[src/rtl/core/lttu_pkg.sv]
// Shared types and constants for the LRU TLB page translator.
// No dependencies.
`timescale 1ns / 1ps
`default_nettype none
package lttu_pkg;
  localparam int unsigned CountW = 16;
  localparam logic [CountW-1:0] CountMax = '1;

  typedef enum logic [5:0] {
    ST_IDLE  = 6'b000001,
    ST_TLB   = 6'b000010,
    ST_TBL   = 6'b000100,
    ST_SCAN  = 6'b001000,
    ST_WRITE = 6'b010000,
    ST_DONE  = 6'b100000
  } state_t;

  // Per-cycle command broadcast to every cell of a chain.
  typedef struct packed {
    logic promote;
    logic append;
    logic full;
  } cell_ctl_t;
endpackage
`default_nettype wire

[src/rtl/core/lttu_cell.sv]
// One LRU slot: holds a page/frame pair, matches against the lookup page
// and shifts toward slot 0 on promote or full append. Uses lttu_pkg.
`timescale 1ns / 1ps
`default_nettype none
module lttu_cell #(
  parameter int unsigned PageW  = 8,
  parameter int unsigned FrameW = 8
) (
  input  wire               clk,
  input  wire               rst_n,
  input  wire lttu_pkg::cell_ctl_t ctl,
  input  wire [PageW-1:0]   key_page,
  input  wire [PageW-1:0]   new_page,
  input  wire [FrameW-1:0]  new_frame,
  input  wire               is_tail,      // this slot is fill-1 (promote) or append slot
  input  wire               shift_in_en,  // this slot is at or above the hit index
  input  wire               nb_valid,
  input  wire [PageW-1:0]   nb_page,
  input  wire [FrameW-1:0]  nb_frame,
  output logic              valid,
  output logic [PageW-1:0]  page,
  output logic [FrameW-1:0] frame,
  output logic              match
);
  logic              valid_r;
  logic [PageW-1:0]  page_r;
  logic [FrameW-1:0] frame_r;

  assign valid = valid_r;
  assign page  = page_r;
  assign frame = frame_r;
  assign match = valid_r && (page_r == key_page);

  always_ff @(posedge clk) begin
    if (!rst_n) begin
      valid_r <= 1'b0;
    end else if (is_tail && (ctl.promote || ctl.append)) begin
      valid_r <= 1'b1;
      page_r  <= new_page;
      frame_r <= new_frame;
    end else if ((ctl.promote && shift_in_en) || (ctl.append && ctl.full)) begin
      valid_r <= nb_valid;
      page_r  <= nb_page;
      frame_r <= nb_frame;
    end
  end
endmodule
`default_nettype wire

[src/rtl/core/lttu_chain.sv]
// LRU-ordered row of lttu_cell slots (oldest at slot 0) with its fill count
// and hit encoder. Uses lttu_pkg and lttu_cell.
`timescale 1ns / 1ps
`default_nettype none
module lttu_chain #(
  parameter int unsigned Depth  = 16,
  parameter int unsigned PageW  = 8,
  parameter int unsigned FrameW = 8
) (
  input  wire                clk,
  input  wire                rst_n,
  input  wire                do_promote,
  input  wire                do_append,
  input  wire [PageW-1:0]    key_page,
  input  wire [FrameW-1:0]   new_frame,
  output logic               hit,
  output logic [FrameW-1:0]  hit_frame,
  output logic [Depth-1:0]   valid_vec,
  output logic [Depth*FrameW-1:0] frame_vec
);
  localparam int unsigned IdxW  = (Depth > 1) ? $clog2(Depth) : 1;
  localparam int unsigned FillW = $clog2(Depth + 1);

  logic [FillW-1:0]  fill_r, fill_nxt;
  logic [Depth-1:0]  v, m, at_or_above;
  logic [PageW-1:0]  pg [Depth];
  logic [FrameW-1:0] fr [Depth];
  logic [IdxW-1:0]   hit_idx;
  logic              full;
  lttu_pkg::cell_ctl_t ctl;

  assign full = (fill_r == FillW'(Depth));
  assign ctl  = {do_promote, do_append, full};

  always_comb begin
    hit_idx = '0;
    for (int i = Depth - 1; i >= 0; i--) if (m[i]) hit_idx = IdxW'(i);
    hit_frame = '0;
    for (int i = 0; i < Depth; i++) if (m[i]) hit_frame = fr[i];
  end
  assign hit = |m;

  always_comb begin
    for (int i = 0; i < Depth; i++) at_or_above[i] = (IdxW'(i) >= hit_idx);
  end

  genvar g;
  generate
    for (g = 0; g < Depth; g++) begin : g_cell
      logic tail;
      logic nv;
      logic [PageW-1:0]  np;
      logic [FrameW-1:0] nf;
      if (g == Depth - 1) begin : g_top
        assign nv = 1'b0;
        assign np = '0;
        assign nf = '0;
      end else begin : g_mid
        assign nv = v[g+1];
        assign np = pg[g+1];
        assign nf = fr[g+1];
      end
      assign tail = do_promote ? (FillW'(g) == fill_r - FillW'(1))
                  : full ? (g == Depth - 1) : (FillW'(g) == fill_r);
      lttu_cell #(.PageW(PageW), .FrameW(FrameW)) u_cell (
        .clk(clk), .rst_n(rst_n), .ctl(ctl), .key_page(key_page),
        .new_page(key_page),
        .new_frame(do_promote ? hit_frame : new_frame),
        .is_tail(tail), .shift_in_en(at_or_above[g]),
        .nb_valid(nv), .nb_page(np), .nb_frame(nf),
        .valid(v[g]), .page(pg[g]), .frame(fr[g]), .match(m[g])
      );
      assign frame_vec[g*FrameW +: FrameW] = fr[g];
    end
  endgenerate
  assign valid_vec = v;

  always_comb begin
    fill_nxt = fill_r;
    if (do_append && !full) fill_nxt = fill_r + FillW'(1);
  end

  always_ff @(posedge clk) begin
    if (!rst_n) fill_r <= '0;
    else fill_r <= fill_nxt;
  end
endmodule
`default_nettype wire

[config.mk]
export PLATFORM = sky130hd
export DESIGN_NAME = lttu_chain
export DESIGN_NICKNAME = d
export VERILOG_FILES = /design/src/rtl/core/lttu_pkg.sv /design/src/rtl/core/lttu_cell.sv /design/src/rtl/core/lttu_chain.sv
export SDC_FILE = /design/constraint.sdc
export NUM_CORES = 1
export LEC_CHECK = 0
export ABC_AREA = 1
export BUFFER_PORTS_ARGS = -buffer_cell sky130_fd_sc_hd__buf_2
export CAP_MARGIN = 20
export CORE_MARGIN = 4
export CORE_UTILIZATION = 53
export CTS_BUF_LIST = sky130_fd_sc_hd__clkbuf_4
export DETAILED_ROUTE_END_ITERATION = 8
export HOLD_SLACK_MARGIN = 0.02
export PLACE_DENSITY = 0.69
export SLEW_MARGIN = 30
export SYNTH_ARGS = -nofsm -noshare
export SYNTH_HDL_FRONTEND = slang
export SYNTH_HIERARCHICAL = 1
export SYNTH_SLANG_ARGS = --single-unit
[constraint.sdc]
create_clock -name clk -period 5.2 [get_ports clk]
set_input_delay 1.04 -clock clk [delete_from_list [all_inputs] [get_ports clk]]
set_output_delay 1.04 -clock clk [all_outputs]
set_load 0.02 [all_outputs]
Yosys cells after proc, flatten, opt, wreduce, memory -nomap -nowiden
Cells that the tools add are included.

Logic and storage cells: 377. RAM bits: 0. Bits of input ports: 20. Memories: 0. Register bits: 277. ROM bits: 0. Output and inout bits: 153. Bits in latches: 0.

Bitwise gates (word level): 0. Multiplexer cells: 160. $lt $le $gt $ge: 16. Reduce and logical (&&, ||, !) cells: 103. Shift operators: 0. Multipliers: 0. Add/subtract/negate cells: 2. Div/mod/pow operators: 0. Eq/ne operators: 47.

Operator list (count): 8-bit 2-to-1 mux (80); 8-bit equality test (16); 4-bit by 5-bit equality test with 1-bit output, first input constant (16); 1-bit 2-to-1 mux (64); 4-bit 2-to-1 mux (16); 1-bit logical AND (50); 3-bit by 5-bit equality test with 1-bit output, first input constant (8); 4-bit >= comparator, first input constant (8); 2-bit AND reduction (16); 2-bit nonzero test (16); 2-bit by 5-bit equality test with 1-bit output, first input constant (4); 1-bit logical OR (17); 3-bit by 4-bit >= comparator with 1-bit output, first input constant (4); 16-bit OR reduction (1); 1-bit by 5-bit equality test with 1-bit output, first input constant (2); 5-bit zero test (2); 1-bit by 4-bit >= comparator with 1-bit output, first input constant (2); 2-bit by 4-bit >= comparator with 1-bit output, first input constant (2); 5-bit by 1-bit adder with 5-bit output, second input constant (1); 5-bit equality test, second input constant (1); 5-bit by 1-bit subtractor with 5-bit output, second input constant (1); 1-bit zero test (1).

Logic depth before layout (Yosys ltp)
Depth after elaboration: 23. Gate-level depth with buffers: 30. Depth with buffers taken out: 29.

Hierarchy
Netlist, hierarchy kept.

By module, submodules not included: lttu_cell (area an instance 929.6 µm², cells each 118, seq. area each 500.5 µm², instances 16); lttu_chain (area an instance 2237.1 µm², cells each 407, seq. area each 100.1 µm², instances 1).

Worst setup path after synthesis
Ideal clock, no wire load.

Path kind: input port to flip-flop. Start point: input port key_page[1]. End point: register g_cell[0].u_cell.frame_r[0], enable pin. Arrival time: 3.502 ns. Cell stages on the path: 26. Data required time: 4.806 ns. Path slack: 1.304 ns. Library setup time: 0.394 ns. Path through: inv_1 nand2_1 nand2_1 nor2_1 nand3_1 nor2_1 inv_1 nand2_1 nand2_1 nand2_1 nand2_1 nand2_1 nand2_1 nand2_1 nand2_1 nand2_1 nand2_1 nand2_1 nand2_1 nand2_2 nand2_1 nor2_1 nand2_1 nand2_1 inv_1 a21oi_1.

Elaborated cells on any way between the ends: 53.

RTL lines: from (decl) (RTL line lttu_chain.sv:14) `input wire [PageW-1:0] key_page,`; 8-bit equality test (RTL line lttu_cell.sv:32) `assign match = valid_r && (page_r == key_page);`; 1-bit logical AND (RTL line lttu_cell.sv:32); net m[12] (RTL line lttu_chain.sv:25) `logic [Depth-1:0] v, m, at_or_above;`; 4-bit 2-to-1 mux (13 in a row) (RTL line lttu_chain.sv:37) `for (int i = Depth - 1; i >= 0; i--) if (m[i]) hit_idx = IdxW'(i);`; 1-bit by 4-bit >= comparator with 1-bit output (RTL line lttu_chain.sv:44) `for (int i = 0; i < Depth; i++) at_or_above[i] = (IdxW'(i) >= hit_idx);`; net at_or_above[0] (RTL line lttu_chain.sv:25); 1-bit logical AND (RTL line lttu_cell.sv:41) `end else if ((ctl.promote && shift_in_en) || (ctl.append && ctl.full)) begin`; 1-bit logical OR (RTL line lttu_cell.sv:41); 2-bit nonzero test (no line); 2-bit AND reduction (no line); to (signal assigned) (RTL line lttu_cell.sv:40) `frame_r <= new_frame;`; to (signal assigned) (RTL line lttu_cell.sv:44) `frame_r <= nb_frame;`; to (decl) (RTL line lttu_cell.sv:27) `logic [FrameW-1:0] frame_r;`.

The timed path passes the listed nets, and every way through them passes these cells. A chain may end at the register's enable or synchronous reset.

Worst setup path after layout
Start point: input port key_page[0]. End point: output port hit_frame[0].

Elaborated cells on any way between the ends: 48.

RTL lines: 8-bit equality test (RTL line lttu_cell.sv:32); 1-bit logical AND (RTL line lttu_cell.sv:32); net m[3] (RTL line lttu_chain.sv:25); 8-bit 2-to-1 mux (13 in a row) (RTL line lttu_chain.sv:39) `for (int i = 0; i < Depth; i++) if (m[i]) hit_frame = fr[i];`; to (decl) (RTL line lttu_chain.sv:17) `output logic [FrameW-1:0] hit_frame,`.

The timed path passes the listed nets, and every way through them passes these cells.

==> impl_metrics.py <==
metrics = {
    "global_routing": {
        "gr-usage-met2_pct": 50.98,
        "globalRouteOverflowTotal": 0,
        "met3_usage_pct": 5.454,
        "grt_pass1_wl_mm": 85.42,
        "grt_busiest_layer": "met2",
        "grt_usage_pct": 30.87,
        "grt_max_degree": 60,
        "use_met1_pct": 40.26,
        "antenna_violations_before_repair": 1,
        "first_global_vias": 15380,
    },
    "sta": {
        "finalWorstPathRequiredPeriod_ns": 4.955,
        "fin_crit_sh_pct": 95.28,
        "timing_worst_slew_pin_value_ns": 0.7927,
        "finalMaxSlewViolations": 0,
        "worst_slew_margin_rel_pct": 47.15,
        "fmaxAchievable_ghz": 0.2018,
        "worst_clock_skew_ns": 0.04762,
        "setup_repair_after_global_routing_missed_its_margin": "false",
        "finalSetupViolCount": 0,
        "timing.setup.tns_ns": 0,
        "hold_viol_final": 0,
    },
    "cells_and_area": {
        "most_frequent_standard_cell_in_the_layout_excluding_fill_and_tap_cells": "nand2_1",
        "mostFrequentLayoutCells": "nand2_1, inv_1, edfxtp_1, buf_2, nor2_1",
        "fillerInstances": 2894,
        "syn2layout_area_growth_pct": 14.25,
        "layout_cells_sized_above_1_pct": 16.93,
        "final_net_count": 2589,
        "layoutNonFillerInstCount": 3020,
        "multi_input_gate_area_in_the_final_layout_sq_um": 7602,
        "area.sequential_sq_um": 8108,
    },
    "die": {
        "die_y_extent_microns": 187.7,
        "fp.dieArea_sq_um": 35220,
        "core_sq_um": 31720,
        "rows": 65,
        "starting_density_of_the_core_pct": 53.95,
        "floorplan.io_pins": 173,
        "die_x_microns": 187.7,
    },
    "logic_synthesis": {
        "post_synth_num_cell_types": 45,
        "ys_warn_count": 6,
        "synth.avg_cell_area_sq_um": 7.456,
        "postSynthCellCount": 2295,
        "syn_area_sq_um": 17110,
        "ys_seq_elements": 277,
        "synth.yosys.seq_area_share_pct": 47.38,
    },
    "power": {
        "total_power_mw": 5.425,
        "vdd.ir_drop.worst_uv": 184.9,
        "pwr_density_cell_nw_per_um2": 277.5,
        "leakage_nw": 9.712,
    },
    "clock_network": {
        "clkSlewWorstSetupHoldPaths_ns": 0.06,
        "cts_tree": "built",
        "cts_inserted_buffers": 77,
        "clock_latency_ns": 0.74,
        "clock_tree.buffer_depth": 3,
        "cts.repair_timing.setup_buffer_count": 0,
        "cts.sink_count": 277,
        "clockRootBuffer": "clkbuf_4",
        "cts_max_level": 3,
        "cts_resized": 0,
        "cts-hold-fix-buffers": 0,
    },
    "placement": {
        "placed_cells": 2885,
        "dp.final_hpwl_mm": 40.61,
        "place.gp.congestion": 0.9627,
        "port-buffer-count": 172,
    },
    "routing": {
        "count_of_unresolved_drc_violations_after_routing": 0,
        "drtAntennaViolNets": 0,
        "viasPerCell": 5.417,
        "total_iterations_of_the_first_detailed_routing_run": 6,
        "first_iter_violations": 1785,
        "vias": 16360,
        "drt-wirelength-per-cell_microns": 18.52,
        "wirelength_mm": 55.94,
    },
    "setup_path": {
        "arrival_ns": 3.91,
        "cp.required_ns": 4.16,
        "launching_element_type_of_the_critical_path": "input port",
        "path_class": "input port to primary output",
        "path_max_fanout": 35,
        "cp-end-kind": "primary output",
    },
    "min_path": {
        "timing.hold.worst.class": "flip-flop to flip-flop",
    },
    "outcome": {
        "status": "completed",
    },
    "run": {
        "max_capacitance_violation_count": 0,
    },
}
## cells by family after synthesis
kind of cell,count (synthesis),share of synthesized area (%)
AO/OA/AOI/OAI,193,8.109
other,2,0.04389
XOR/XNOR,18,0.9213
AND/OR/NAND/NOR,1471,34.33
adder cells (fa/ha/maj),7,0.5118
buffers and inverters,327,8.701
flip-flops,277,47.38
## cells in the mapped netlist, drive strengths merged
| library cell | n | area [sq um] |
|---|---|---|
| nand4 | 3 | 18.77 |
| inv | 270 | 1016 |
| nor2 | 188 | 922.1 |
| o221a | 13 | 146.4 |
| nor3 | 1 | 16.27 |
| o32ai | 1 | 8.760 |
| clkbuf | 2 | 7.510 |
| a221oi | 19 | 166.4 |
| o21ai | 62 | 494.2 |
| o22ai | 14 | 87.58 |
| o311ai | 1 | 8.760 |
| dfxtp | 21 | 420.4 |
| xnor2 | 17 | 148.9 |
| a22oi | 3 | 22.52 |
| a21oi | 64 | 335.3 |
| nand3 | 47 | 240.2 |
| buf | 55 | 465.4 |
| ha | 7 | 87.58 |
| edfxtp | 256 | 7687 |
| nand2 | 1231 | 4671 |
| o21a | 3 | 22.52 |
| a21boi | 2 | 15.02 |
| o221ai | 2 | 17.52 |
| o211ai | 3 | 22.52 |
| xor2 | 1 | 8.760 |
| conb | 2 | 7.510 |
| a31oi | 4 | 25.02 |
| o31ai | 2 | 15.01 |
| and3 | 1 | 6.260 |
## critical path, cell delays in order
cell and delay, ns:
buf_2 0.61, inv_1 0.09, nand2_1 0.08, nand2_1 0.05
nor2_1 0.07, nand3_1 0.08, nor2_1 0.41, nor2_4 0.15
nand3_1 0.15, o211ai_1 0.13, nand2_1 0.09, o211ai_1 0.12
nand2_1 0.14, nand2_1 0.07, nand2_1 0.14, nand2_1 0.12
a21boi_0 0.17, buf_2 0.19
## through the flow
step	worst slack, ns	instance area, sq um	util (%)	hold WS [ns]
final	0.2453	19550	61.64	0.5091
after global routing	0.05140	19550	61.64	0.5328
after CTS	0.3043	19540	61.62	0.5117
after detailed placement	0.2908	18560	58.51	0.5053
after global placement	0.3134	18560	58.51	0.4842
after floorplan	1.304	17170	-	0.4664
## sequential cells by signal (all words and copies together) (netlist names)
register and count:
fill_r 5, g_cell.u_cell/valid 16, g_cell.u_cell/frame 128, g_cell.u_cell/page 128
## where the power goes
part | leakage (nW) | switching, mW | total (mW) | internal [mW]
logic | 6.56 | 0.487 | 0.693 | 0.206
registers | 2.58 | 0.115 | 2.69 | 2.57
clock network | 0.571 | 0.960 | 2.04 | 1.08
total | 9.71 | 1.56 | 5.42 | 3.86
## final timing paths
check | start | endpoint | slack [ns] | cells past startpoint
worst max-delay path | key_page[0] | hit_frame[0] | 0.25 | 18
worst min-delay path | fill_r[4] | fill_r[4] | 0.51 | 2
worst max register to register | g_cell[13].u_cell/valid | g_cell[10].u_cell/frame[6] | 1.73 | 20
worst min register to register | fill_r[4] | fill_r[4] | 0.51 | 2
## metal layers
metal / wire [microns] / share of wire, % / up-vias
li1: - / - / 7777
met1: 21780 / 39 / 7538
met2: 26160 / 47 / 881
met3: 5599 / 10 / 164
met4: 2406 / 4.3 / 0
met5: 0 / 0 / -
## final cells by class
class                           count  share of cell area (%)
Clock buffer                      105                   4.032
Tap cell                          402                   2.573
Timing Repair Buffer              229                   6.816
Antenna cell                        1                 0.01280
Clock inverter                     29                   1.011
Inverter                          270                   5.197
Multi-Input combinational cell   1707                   38.89
Sequential cell                   277                   41.47
Note: power is estimated with default switching activity, not from simulation.
